**config.mk**
```make
export PLATFORM = sky130hd
export DESIGN_NAME = ctks_ctrl
export DESIGN_NICKNAME = d
export VERILOG_FILES = /design/src/hdl/ctks_pkg.sv /design/src/hdl/ctks_ctrl.sv
export SDC_FILE = /design/constraint.sdc
export NUM_CORES = 1
export LEC_CHECK = 0
export BUFFER_PORTS_ARGS = -buffer_cell sky130_fd_sc_hd__buf_2
export CORE_AREA = 2 2 39 41
export DETAILED_ROUTE_END_ITERATION = 6
export DIE_AREA = 0 0 41 43
export GPL_TIMING_DRIVEN = 0
export PLACE_DENSITY = 0.7
export SYNTH_ARGS = -nofsm -noshare
export SYNTH_HDL_FRONTEND = slang
export SYNTH_SLANG_ARGS = --single-unit
```
**constraint.sdc**
```tcl
create_clock -name clk -period 3.1 [get_ports clk]
set_input_delay 0.775 -clock clk [delete_from_list [all_inputs] [get_ports clk]]
set_output_delay 0.775 -clock clk [all_outputs]
set_load 0.005 [all_outputs]
```
**src/hdl/ctks_pkg.sv**
```systemverilog
package ctks_pkg;

	localparam int DEF_MAX_ENTRIES = 256;
	localparam int DEF_MAX_DIM     = 1024;
	localparam int DEF_MAX_K       = 16;

	localparam logic [10:0]        DIM_RESET    = 11'd768;
	localparam logic [4:0]         TOPK_RESET   = 5'd4;
	localparam logic signed [15:0] MINSIM_RESET = 16'sd0;

	localparam logic [1:0] FN_WRITE  = 2'd0;
	localparam logic [1:0] FN_REMOVE = 2'd1;
	localparam logic [1:0] FN_CLEAR  = 2'd2;
	localparam logic [1:0] FN_QUERY  = 2'd3;

	localparam logic [1:0] CFG_DIM    = 2'd0;
	localparam logic [1:0] CFG_TOPK   = 2'd1;
	localparam logic [1:0] CFG_MINSIM = 2'd2;

	// 1.0 in Q1.15
	localparam logic [15:0]        SIM_ONE  = 16'd32768;
	localparam logic signed [15:0] SIM_MAX  = 16'sd32767;
	localparam logic signed [15:0] SIM_ZERO = 16'sd0;

	typedef enum logic [2:0] {
		ST_IDLE,
		ST_SCAN,
		ST_DOT,
		ST_MULP,
		ST_MULR,
		ST_ROOT,
		ST_INSERT,
		ST_EMIT
	} ctks_state_t;

	typedef struct packed {
		logic take;
		logic search_init;
		logic scan_next;
		logic dot_start;
		logic mul_start;
		logic mul_sel_r;
		logic root_start;
		logic insert;
		logic emit_load;
	} ctks_cmd_t;

	typedef struct packed {
		logic qry_last;
		logic qry_ok;
		logic ent_valid;
		logic ent_last;
		logic dot_busy;
		logic zero_norm;
		logic mul_busy;
		logic root_busy;
		logic out_free;
		logic emit_last;
	} ctks_sts_t;

endpackage

```
**src/hdl/ctks_ctrl.sv**
```systemverilog
module ctks_ctrl import ctks_pkg::*; (
	input  logic      clk,
	input  logic      arst_n,
	input  logic      cmd_valid,
	output logic      cmd_stall,
	input  ctks_sts_t sts,
	output ctks_cmd_t ctl
);

	ctks_state_t state_q, state_d;

	always_ff @(posedge clk or negedge arst_n) begin
		if (!arst_n) begin
			state_q <= ST_IDLE;
		end else begin
			state_q <= state_d;
		end
	end

	always_comb begin
		state_d = state_q;
		case (state_q)
			ST_IDLE: begin
				if (cmd_valid && sts.qry_last) state_d = sts.qry_ok ? ST_SCAN : ST_EMIT;
			end
			ST_SCAN: begin
				if (sts.ent_valid) state_d = ST_DOT;
				else if (sts.ent_last) state_d = ST_EMIT;
			end
			ST_DOT: begin
				if (!sts.dot_busy) state_d = sts.zero_norm ? ST_INSERT : ST_MULP;
			end
			ST_MULP: begin
				if (!sts.mul_busy) state_d = ST_MULR;
			end
			ST_MULR: begin
				if (!sts.mul_busy) state_d = ST_ROOT;
			end
			ST_ROOT: begin
				if (!sts.root_busy) state_d = ST_INSERT;
			end
			ST_INSERT: begin
				state_d = sts.ent_last ? ST_EMIT : ST_SCAN;
			end
			ST_EMIT: begin
				if (sts.out_free && sts.emit_last) state_d = ST_IDLE;
			end
			default: begin
				state_d = ST_IDLE;
			end
		endcase
	end

	always_comb begin
		ctl = '0;
		case (state_q)
			ST_IDLE: begin
				ctl.take        = cmd_valid;
				ctl.search_init = cmd_valid && sts.qry_last;
			end
			ST_SCAN: begin
				if (sts.ent_valid) ctl.dot_start = 1'b1;
				else if (!sts.ent_last) ctl.scan_next = 1'b1;
			end
			ST_DOT: begin
				ctl.mul_start = !sts.dot_busy && !sts.zero_norm;
			end
			ST_MULP: begin
				ctl.mul_start = !sts.mul_busy;
				ctl.mul_sel_r = !sts.mul_busy;
			end
			ST_MULR: begin
				ctl.root_start = !sts.mul_busy;
			end
			ST_INSERT: begin
				ctl.insert    = 1'b1;
				ctl.scan_next = !sts.ent_last;
			end
			ST_EMIT: begin
				ctl.emit_load = sts.out_free;
			end
			default: begin
				ctl = '0;
			end
		endcase
	end

	assign cmd_stall = (state_q != ST_IDLE);

	a_one_cmd: assert property (@(posedge clk) disable iff (!arst_n)
		$onehot0({ctl.dot_start, ctl.mul_start, ctl.root_start, ctl.insert, ctl.emit_load}))
		else $error("more than one unit started");

	a_root_alone: assert property (@(posedge clk) disable iff (!arst_n)
		(state_q == ST_ROOT) |-> !sts.mul_busy)
		else $error("multiplier busy during root search");

	a_insert_next: assert property (@(posedge clk) disable iff (!arst_n)
		(state_q == ST_INSERT) |=> (state_q == ST_SCAN || state_q == ST_EMIT))
		else $error("bad state after insert");

endmodule

```
== After elaboration in Yosys (flattened, before gate mapping) ==
Index checks and enable logic that the tools add are counted.

* Register bits after elaboration: 3
* Bits of input ports: 13
* Output and inout port bits: 10
* Logic and storage cells: 48

* Eq/ne operators: 14
* Mux-type cells: 23
* Reduce and logical (&&, ||, !) cells: 10

{| class="wikitable"
|+ Operator list
! kind !! number
|-
| 3-bit 2-to-1 mux || 11
|-
| 3-bit one-hot mux with 8 select lines || 1
|-
| 3-bit equality test (second input constant) || 4
|-
| 2-bit inequality test (second input constant) || 6
|-
| 1-bit 2-to-1 mux || 8
|-
| 7-bit AND reduction || 1
|-
| 3-bit by 2-bit equality test with 1-bit output (second input constant) || 2
|-
| 1-bit zero test || 4
|-
| 1-bit one-hot mux with 2 select lines || 2
|-
| 3-bit by 1-bit equality test with 1-bit output (second input constant) || 1
|-
| 1-bit logical AND || 3
|-
| 3-bit zero test || 1
|-
| 3-bit inequality test (second input constant) || 1
|-
| 3-bit nonzero test || 1
|-
| 2-bit 2-to-1 mux || 1
|}

== Depth between registers and ports, before layout ==
Gate-level depths: netlist of the first run.

* Word-level depth: 3
* Gate-level depth with buffers: 5
* Gate-level depth less buffers: 4

== Least setup slack after synthesis of the first run ==
Ideal clock, no wire load.

* Path type: input-to-output
* Start point: input port sts[7] (netlist name)
* End point: output port ctl[6] (netlist name)
* Arrival time: 1430 ps
* Required time: 2325 ps
* Setup slack: 895 ps
* Cell stages on the path: 2
* Path buffers: 0
* Cells stage by stage: or4b_4 -> a21oi_1

{| class="wikitable"
|+ RTL lines
! element !! RTL line !! source
|-
| start: declaration || ctks_ctrl.sv:6 || <nowiki>input ctks_sts_t sts,</nowiki>
|-
| end: declaration || ctks_ctrl.sv:7 || <nowiki>output ctks_cmd_t ctl</nowiki>
|}

==> flow_summary.yaml, run 1 <==
setup_path:
  rrSetupSlack_ns: 1.25
  slowest_delay_ns: 0.36
  cp_top_family: "buffers and inverters"
  crit_path_max_fanout: 10
  crit_buf_inv: 3
  r2r-start: "state_q[0]$_DFFE_PN0P_"
  end_kind: "primary output"
  startpoint: "state_q[0]$_DFFE_PN0P_"
  worstPathArrival_ns: 1.73
  crit_path_frequent_cell: "clkbuf_1"
  timing_worst_setup_path_type: "reg2out"
  cp.required_ns: 2.32
  cp_slowest_cell: "dfrtp_1"
  path_cells: "clkbuf_1 > clkbuf_1 > nor3_1 > and3_1 > buf_2"
  worstSetupStartpointType: "flop"
sta:
  setup_tns_ns: 0
  clock-skew-final_ns: 0.00363
  final.setup.worst_slack_ns: 0.599
  rsz0062_at_grt: "no"
  relSlewSlack: 0.575
  final_hold_viol_count: 0
  finalSetupViolCount: 0
  slew_violations: 0
  fin_crit_ns: 2.50
  fmax_mhz: 400
  fin_crit_sh: 0.807
  worstMarginPinSlew_ns: 0.631
global_route:
  track_usage: 0.143
  grt_pass1_wl_um: 1860
  grt_max_degree: 11
  grt_pass1_vias: 473
  overflow: 0
  antenna_found_initial: 0
drt:
  ant_nets: 0
  via_per_inst: 5.52
  drc_errors: 0
  drt_iter0_drc: 11
  top_layer: "met3"
  wl_met3_um: 67
  routed-wl-met2_um: 532
  met1_length_um: 527
  firstDrtPassIters: 4
  wirelength_um: 1130
  wl_per_cell_um: 11.6
  vias: 535
cells_and_area:
  nets: 95
  largest_reg_flops: 3
  top_regs: "state_q x3"
  fin_util: 0.423
  final_common_cell: "buf_2"
  fillers: 151
  fin_cells: 97
  final_cell_area_sq_um: 586
  layout_common_cells: "buf_2 (22), clkbuf_1 (5), nand2b_1 (4), nand4_1 (4)"
  num_antenna_cells: 0
  syn_to_final_growth_pct: 36.4
  drive_gt1_frac: 0.370
  top_register: "state_q"
synth:
  synth_cell_types: 32
  yosys_warnings: 0
  synth_nets: 68
  yosys_register_bits: 3
  yosysSeqAreaShare: 0.175
  synth_area_sq_um: 429
  synthCells: 55
  synth.area.top_cells: "dfrtp_1 (17%), nand2b_1 (5.8%), nand4_1 (5.8%)"
  synth_top_area_cell: "dfrtp_1"
  synth_top_area_frac: 0.175
  synth.avg_cell_area_sq_um: 7.80
clock_network:
  htree_levels: 1
  clockRootBuffer: "clkbuf_4"
  clk_pin_slew_worst_paths_ns: 0.04
  cts.repair.resized: 0
  clk-insertion-delay-late_ns: 0.23
  numCtsBuffers: 3
  clock-sinks: 3
  clockBufferDepth: 2
  hold_buffers: 0
  cts_setup_buffers: 0
  cts_tree: "yes"
placed_design:
  post-place-ws_ns: 0.681
  portBuffers: 22
  dp_cells: 93
  gp_congestion: 0.725
  dp_hpwl_um: 853
  post_dp_cell_area_sq_um: 559
die:
  io_pins: 23
  die_area_sq_mm: 0.00176
  die-height_um: 43
  initial_utilization: 0.310
  core_area_sq_mm: 0.00138
  die_w_um: 41
  num_rows: 14
power:
  vdd_ir_drop_max_v: 0.000225
  powerDensity_mw_per_mm2: 946
  leakage_nw: 0.270
outcome:
  status: "finished clean"
min_path:
  hold_path_class: "in2async"
job:
  maxCapViolCount: 0
## cell type report
| type | instances | area [sq um] | area share |
|---|---|---|---|
| Tap cell | 16 | 20.0 | 0.0342 |
| Buffer | 6 | 33.8 | 0.0577 |
| Timing Repair Buffer | 22 | 110 | 0.188 |
| Clock buffer | 4 | 26.3 | 0.0449 |
| Multi-Input combinational cell | 43 | 309 | 0.528 |
| Inverter | 3 | 11.3 | 0.0192 |
| Sequential cell | 3 | 75.1 | 0.128 |
## Yosys cell counts
master / n
a2111oi_0: 1
a21oi_1: 2
a22o_1: 1
a22oi_1: 1
a31o_1: 1
a31oi_1: 1
a41oi_1: 2
and2_1: 1
and3_1: 1
and3_4: 1
and3b_1: 1
and4_1: 1
buf_4: 1
buf_6: 1
clkbuf_1: 4
dfrtp_1: 3
inv_1: 3
nand2_1: 1
nand2b_1: 4
nand3b_1: 2
nand4_1: 4
nand4b_1: 1
nor2_1: 3
nor2b_1: 2
nor3_1: 2
nor3b_1: 2
nor4b_1: 1
o21ai_0: 2
o221a_4: 1
o32ai_1: 1
or3_1: 2
or4b_4: 1
## layer usage
layer  vias up  GRT usage
li1        264          -
met1       250      0.204
met2        21      0.228
met3         0     0.0157
met4         0     0.0200
met5         -          0
## power breakdown
group / leakage, nW / total (mW) / switching [mW] / internal, mW
sequential: 0.0345 / 0.0721 / 0.00990 / 0.0622
clock: 0.0150 / 0.0668 / 0.0187 / 0.0481
combinational: 0.220 / 0.415 / 0.222 / 0.194
## through the flow
stage | power (mW) | hold slack (ns)
6_report | 0.554 | 0.332
2_1_floorplan | 0.386 | 0.479
5_1_grt | 0.611 | 0.328
3_5_place_dp | 0.486 | 0.572
4_1_cts | 0.557 | 0.325
3_3_place_gp | 0.484 | 0.568
## cells by family (layout without fill, tap and decap cells)
family,count (synthesis),after routing,synth area share
and+or+nand+nor,30,30,0.472
AOI/OAI and AO/OA,13,13,0.248
buffers and inverters,9,35,0.105
DFF,3,3,0.175
## path summary, 6_finish.rpt
kind                                          endpoint  cells past startpoint
worst max register to register  state_q[2]$_DFFE_PN0P_                      5
worst max-delay path                            ctl[7]                      5
worst min-delay path            state_q[1]$_DFFE_PN0P_                      1
worst min register to register  state_q[0]$_DFFE_PN0P_                      3
max in group asynchronous       state_q[0]$_DFFE_PN0P_                      1
min in group clk                state_q[0]$_DFFE_PN0P_                      3
(Power assumes the default switching activity.)
==> inputs of run 2 (changes only) <==
- ABC_AREA: not set -> 1
- PLACE_DENSITY: 0.7 -> 0.73
- clock period: 3.1 -> 2 ns (I/O delays scaled with it)
==> flow_summary.yaml, run 2 <==
clock_network:
  cts_setup_buffers: 0
  clockBufferDepth: 2
  cts.repair.resized: 0
  clk_pin_slew_worst_paths_ns: 0.04
  clockRootBuffer: "clkbuf_4"
  hold_buffers: 0
  clk-insertion-delay-late_ns: 0.24
  cts_tree: "yes"
  clock-sinks: 3
  numCtsBuffers: 3
  htree_levels: 1
cells_and_area:
  layout_common_cells: "buf_2 (22), nand2_1 (20), nor2_1 (13)"
  final_cell_area_sq_um: 599
  multiInputGateArea_sq_um: 300
  nets: 118
  fillers: 147
  drive_gt1_frac: 0.394
  top_regs: "state_q x3"
  fin_util: 0.433
  final_common_cell: "buf_2"
  num_antenna_cells: 0
  largest_reg_flops: 3
  regArea_sq_um: 75.1
  top_register: "state_q"
  fin_cells: 120
  syn_to_final_growth_pct: 35.3
synth:
  ys.flop_type: "dfrtp_1"
  synth_top_area_cell: "dfrtp_1"
  synth-edff-count: 0
  synth.most_common_cell: "nand2_1"
  yosys_register_bits: 3
  yosysSeqAreaShare: 0.169
  synth_nets: 91
  synthCells: 78
  synth_area_sq_um: 443
  synth.area.top_cells: "dfrtp_1 (17%), nand2_1 (17%), nor2_1 (11%)"
  synth_top_area_frac: 0.169
  synth_common_cells: "nand2_1 (20), nor2_1 (13), inv_1 (10)"
  synth_cell_types: 17
  async_flop_share: 1.00
  synth.avg_cell_area_sq_um: 5.68
  yosys_warnings: 0
power:
  p_comb_frac: 0.736
  pwr-share-clk: 0.123
  p_seq_frac: 0.141
  powerDensity_mw_per_mm2: 1460
  netSwitchingFraction: 0.515
  p_switching_mw: 0.452
  leakage_nw: 0.368
  p_int_mw: 0.425
  vdd_ir_drop_max_v: 0.000533
die:
  die-height_um: 43
  num_rows: 14
  initial_utilization: 0.320
  io_pins: 23
  die_area_sq_mm: 0.00176
  core_area_sq_mm: 0.00138
  die_w_um: 41
sta:
  final_hold_viol_count: 0
  finalSetupViolCount: 0
  slew_violations: 0
  fin_crit_ns: 1.83
  clock-skew-final_ns: 0.00694
  fmax_mhz: 545
  rsz0062_at_grt: "no"
  fin_crit_sh: 0.917
  relSlewSlack: 0.852
  whs_ns: 0.0482
  worstMarginPinSlew_ns: 0.222
  setup_tns_ns: 0
drt:
  firstDrtPassIters: 4
  vias: 550
  wl_per_cell_um: 9.02
  via_per_inst: 4.58
  ant_nets: 0
  wirelength_um: 1080
  drt_iter0_drc: 8
  drc_errors: 0
setup_path:
  end_kind: "primary output"
  path_cells: "buf_6 > nor2_1 > inv_1 > o32ai_1 > buf_2"
  cp.required_ns: 1.50
  crit_buf_inv: 3
  timing_worst_setup_path_type: "reg2out"
  slowest_delay_ns: 0.38
  cp_slowest_cell: "dfrtp_1"
  worstSetupStartpointType: "flop"
  worstPathArrival_ns: 1.33
  cp_top_family: "flip-flops"
  crit_path_max_fanout: 10
outcome:
  status: "finished clean"
placed_design:
  dp_hpwl_um: 898
  dp_cells: 116
  portBuffers: 22
  post_dp_cell_area_sq_um: 573
  gp_congestion: 0.858
global_route:
  track_usage: 0.142
  overflow: 0
  antenna_found_initial: 0
  grt_pass1_vias: 448
  grt_max_degree: 11
  grt_pass1_wl_um: 1720
job:
  maxCapViolCount: 0
min_path:
  hold_path_class: "in2async"
## run 2: cell count changes after synthesis, sizes merged, moves of 4 or more
cell,before,now
nand2b,4,0
inv,3,12
clkbuf,4,0
nor2,3,19
nand2,1,26
nand3,0,7
## run 2: layout make-up
class | count | share of cell area
Tap cell | 16 | 0.0334
Buffer | 2 | 0.0376
Sequential cell | 3 | 0.125
Multi-Input combinational cell | 61 | 0.501
Inverter | 12 | 0.0752
Timing Repair Buffer | 22 | 0.184
Clock buffer | 4 | 0.0438
## run 2: metrics by stage
stage | power, mW | setup WS, ns
after floorplan | 0.617 | 0.580
after global placement | 0.757 | 0.345
after detailed placement | 0.774 | 0.351
after CTS | 0.889 | 0.146
after global routing | 0.972 | 0.0668
final | 0.877 | 0.166
## run 2: power groups by stage
stage | clock [mW] | combinational (mW) | sequential (mW)
final | 0.107 | 0.646 | 0.124
after global routing | 0.122 | 0.721 | 0.129
after CTS | 0.113 | 0.652 | 0.124
after detailed placement | 0 | 0.650 | 0.124
after global placement | 0 | 0.632 | 0.125
after floorplan | 0 | 0.497 | 0.120
## run 2: cells by family after synthesis
group / Yosys count / share of synthesized area
and+or+nand+nor: 58 / 0.636
DFF: 3 / 0.169
AOI/OAI and AO/OA: 3 / 0.0424
buffers and inverters: 14 / 0.153
## run 2: path summary, 6_finish.rpt
path	cells after the start	slack, ns	end	from
worst max register to register	9	0.78	state_q[2]$_DFFE_PN0P_	state_q[0]$_DFFE_PN0P_
worst min-delay path	1	0.05	state_q[2]$_DFFE_PN0P_	arst_n
worst max-delay path	5	0.17	ctl[4]	state_q[2]$_DFFE_PN0P_
worst min register to register	2	0.59	state_q[1]$_DFFE_PN0P_	state_q[1]$_DFFE_PN0P_
min in group clk	2	0.59	state_q[1]$_DFFE_PN0P_	state_q[1]$_DFFE_PN0P_
max in group asynchronous	1	1.84	state_q[0]$_DFFE_PN0P_	arst_n
## run 2: routing by layer
| layer | vias up | global-route usage | part of all wire | wire length (um) |
|---|---|---|---|---|
| met1 | 235 | 0.179 | 0.42 | 454 |
| met4 | 0 | 0.0600 | 0 | 0 |
| met2 | 19 | 0.222 | 0.51 | 551 |
| met5 | - | 0 | 0 | 0 |
| li1 | 296 | - | - | - |
| met3 | 0 | 0.0314 | 0.070 | 76 |
## run 2: worst register-to-register path, delay by kind of cell (launching register included)
family                 cells  cell delay, ns
DFF                        1            0.36
and+or+nand+nor            8            0.62
buffers and inverters      1            0.14
==> inputs of run 3 (changes only) <==
- CELL_PAD_IN_SITES_DETAIL_PLACEMENT: not set -> 1
- CELL_PAD_IN_SITES_GLOBAL_PLACEMENT: not set -> 1
- CORE_AREA: 2 2 39 41 -> not set
- CORE_UTILIZATION: not set -> 24
- DIE_AREA: 0 0 41 43 -> not set
- PLACE_DENSITY: 0.73 -> 0.8
==> flow_summary.yaml, run 3 (synthesized netlist as in run 2, its figures left out) <==
outcome:
  status: "finished clean"
drt:
  firstDrtPassIters: 4
  wirelength_um: 1340
  via_per_inst: 4.48
  drt_iter0_drc: 4
  drc_errors: 0
  vias: 578
  wl_per_cell_um: 10.4
  ant_nets: 0
power:
  vdd_ir_drop_max_v: 0.000334
  p_switching_mw: 0.467
  finalPower_mw: 0.895
  p_seq_frac: 0.143
  leakage_nw: 0.370
  pwr-share-clk: 0.120
  powerDensity_mw_per_mm2: 1450
  netSwitchingFraction: 0.522
  p_comb_frac: 0.737
  p_int_mw: 0.427
setup_path:
  cp.required_ns: 1.50
  worstPathArrival_ns: 1.36
  slowest_delay_ns: 0.38
  timing_worst_setup_path_type: "reg2out"
  worstSetupStartpointType: "flop"
  r2r_cells: 10
  r2r-start: "state_q[0]$_DFFE_PN0P_"
  end_kind: "primary output"
  r2r-end: "state_q[2]$_DFFE_PN0P_"
  crit_path_max_fanout: 10
  rrSetupSlack_ns: 0.75
  cp_slowest_cell: "dfrtp_1"
  path_cells: "buf_6 > nor2_1 > inv_1 > o32ai_2 > buf_2"
clock_network:
  numCtsBuffers: 3
  cts_tree: "yes"
  clockBufferDepth: 2
  clockRootBuffer: "clkbuf_4"
  cts.repair.resized: 0
  clk_pin_slew_worst_paths_ns: 0.04
  hold_buffers: 0
  cts_setup_buffers: 0
  clock-sinks: 3
  clk-insertion-delay-late_ns: 0.23
  htree_levels: 1
cells_and_area:
  final_common_cell: "buf_2"
  layout_common_cells: "buf_2 (22), nand2_1 (20), nor2_1 (13)"
  fin_util: 0.358
  fillers: 257
  drive_gt1_frac: 0.404
  num_antenna_cells: 0
  syn_to_final_growth_pct: 39.5
  multiInputGateArea_sq_um: 308
  top_register: "state_q"
  nets: 118
  regArea_sq_um: 75.1
  largest_reg_flops: 3
  final_cell_area_sq_um: 618
  top_regs: "state_q x3"
sta:
  slew_violations: 0
  clock-skew-final_ns: 0.00555
  final.setup.worst_slack_ns: 0.140
  setup_tns_ns: 0
  relSlewSlack: 0.844
  worstMarginPinSlew_ns: 0.234
  rsz0062_at_grt: "no"
  finalSetupViolCount: 0
  final_hold_viol_count: 0
  fin_crit_ns: 1.86
  fmax_mhz: 538
  fin_crit_sh: 0.930
die:
  num_rows: 15
  initial_utilization: 0.257
  die_w_um: 45.0
  die-height_um: 45.0
  die_area_sq_mm: 0.00202
  core_area_sq_mm: 0.00173
  io_pins: 23
placed_design:
  gp_congestion: 0.848
  post-place-ws_ns: 0.276
  dp_hpwl_um: 1120
  post_dp_cell_area_sq_um: 584
  portBuffers: 22
global_route:
  track_usage: 0.154
  grt_max_degree: 11
  overflow: 0
  grt_pass1_wl_um: 2350
  antenna_found_initial: 0
  grt_pass1_vias: 581
job:
  maxCapViolCount: 0
min_path:
  hold_path_class: "in2async"
-- run 3: cell types whose count changed in the layout (fill, tap and decap cells not counted) --
cell / before / now
o32ai_2: 0 / 1
o32ai_1: 1 / 0
-- run 3: worst max-delay path: cells and delay by family (launching register included) --
kind                   cells  cell delay, ns
AOI/OAI and AO/OA          1            0.22
buffers and inverters      3            0.39
DFF                        1            0.38
and+or+nand+nor            1            0.14
-- run 3: final cells by class --
type,count,share of cell area
inverter,12,0.0729
tap,25,0.0506
timing repair buffer,22,0.178
buffer,2,0.0364
multi-input combinational,61,0.498
sequential,3,0.121
clock buffer,4,0.0425
-- run 3: worst max-delay path by stage --
stage / from / depth (start not counted) / endpoint
5_1_grt: state_q[2]$_DFFE_PN0P_ / 5 / ctl[4]
3_3_place_gp: sts[4] / 5 / ctl[4]
2_1_floorplan: state_q[2]$_DFFE_PN0P_ / 4 / ctl[4]
6_report: state_q[2]$_DFFE_PN0P_ / 5 / ctl[4]
3_5_place_dp: sts[4] / 5 / ctl[4]
4_1_cts: state_q[2]$_DFFE_PN0P_ / 5 / ctl[4]
-- run 3: metal layers --
metal	part of all wire	track usage	up-vias
met2	0.52	0.275	12
li1	-	-	293
met3	0.034	0.0320	0
met4	0	0.0424	0
met5	0	0	-
met1	0.44	0.183	273
-- run 3: stage by stage --
stage	cells	hold slack, ns
after floorplan	78	0.204
after global placement	125	0.294
after detailed placement	125	0.297
after CTS	129	0.0448
after global routing	129	0.0369
final	129	0.0513
-- run 3: power groups by stage --
| stage | Combinational, mW | Clock (mW) | Sequential (mW) |
|---|---|---|---|
| 5_1_grt | 0.758 | 0.119 | 0.131 |
| 3_3_place_gp | 0.644 | 0 | 0.128 |
| 4_1_cts | 0.664 | 0.112 | 0.129 |
| 3_5_place_dp | 0.660 | 0 | 0.129 |
| 2_1_floorplan | 0.497 | 0 | 0.120 |
| 6_report | 0.660 | 0.107 | 0.128 |
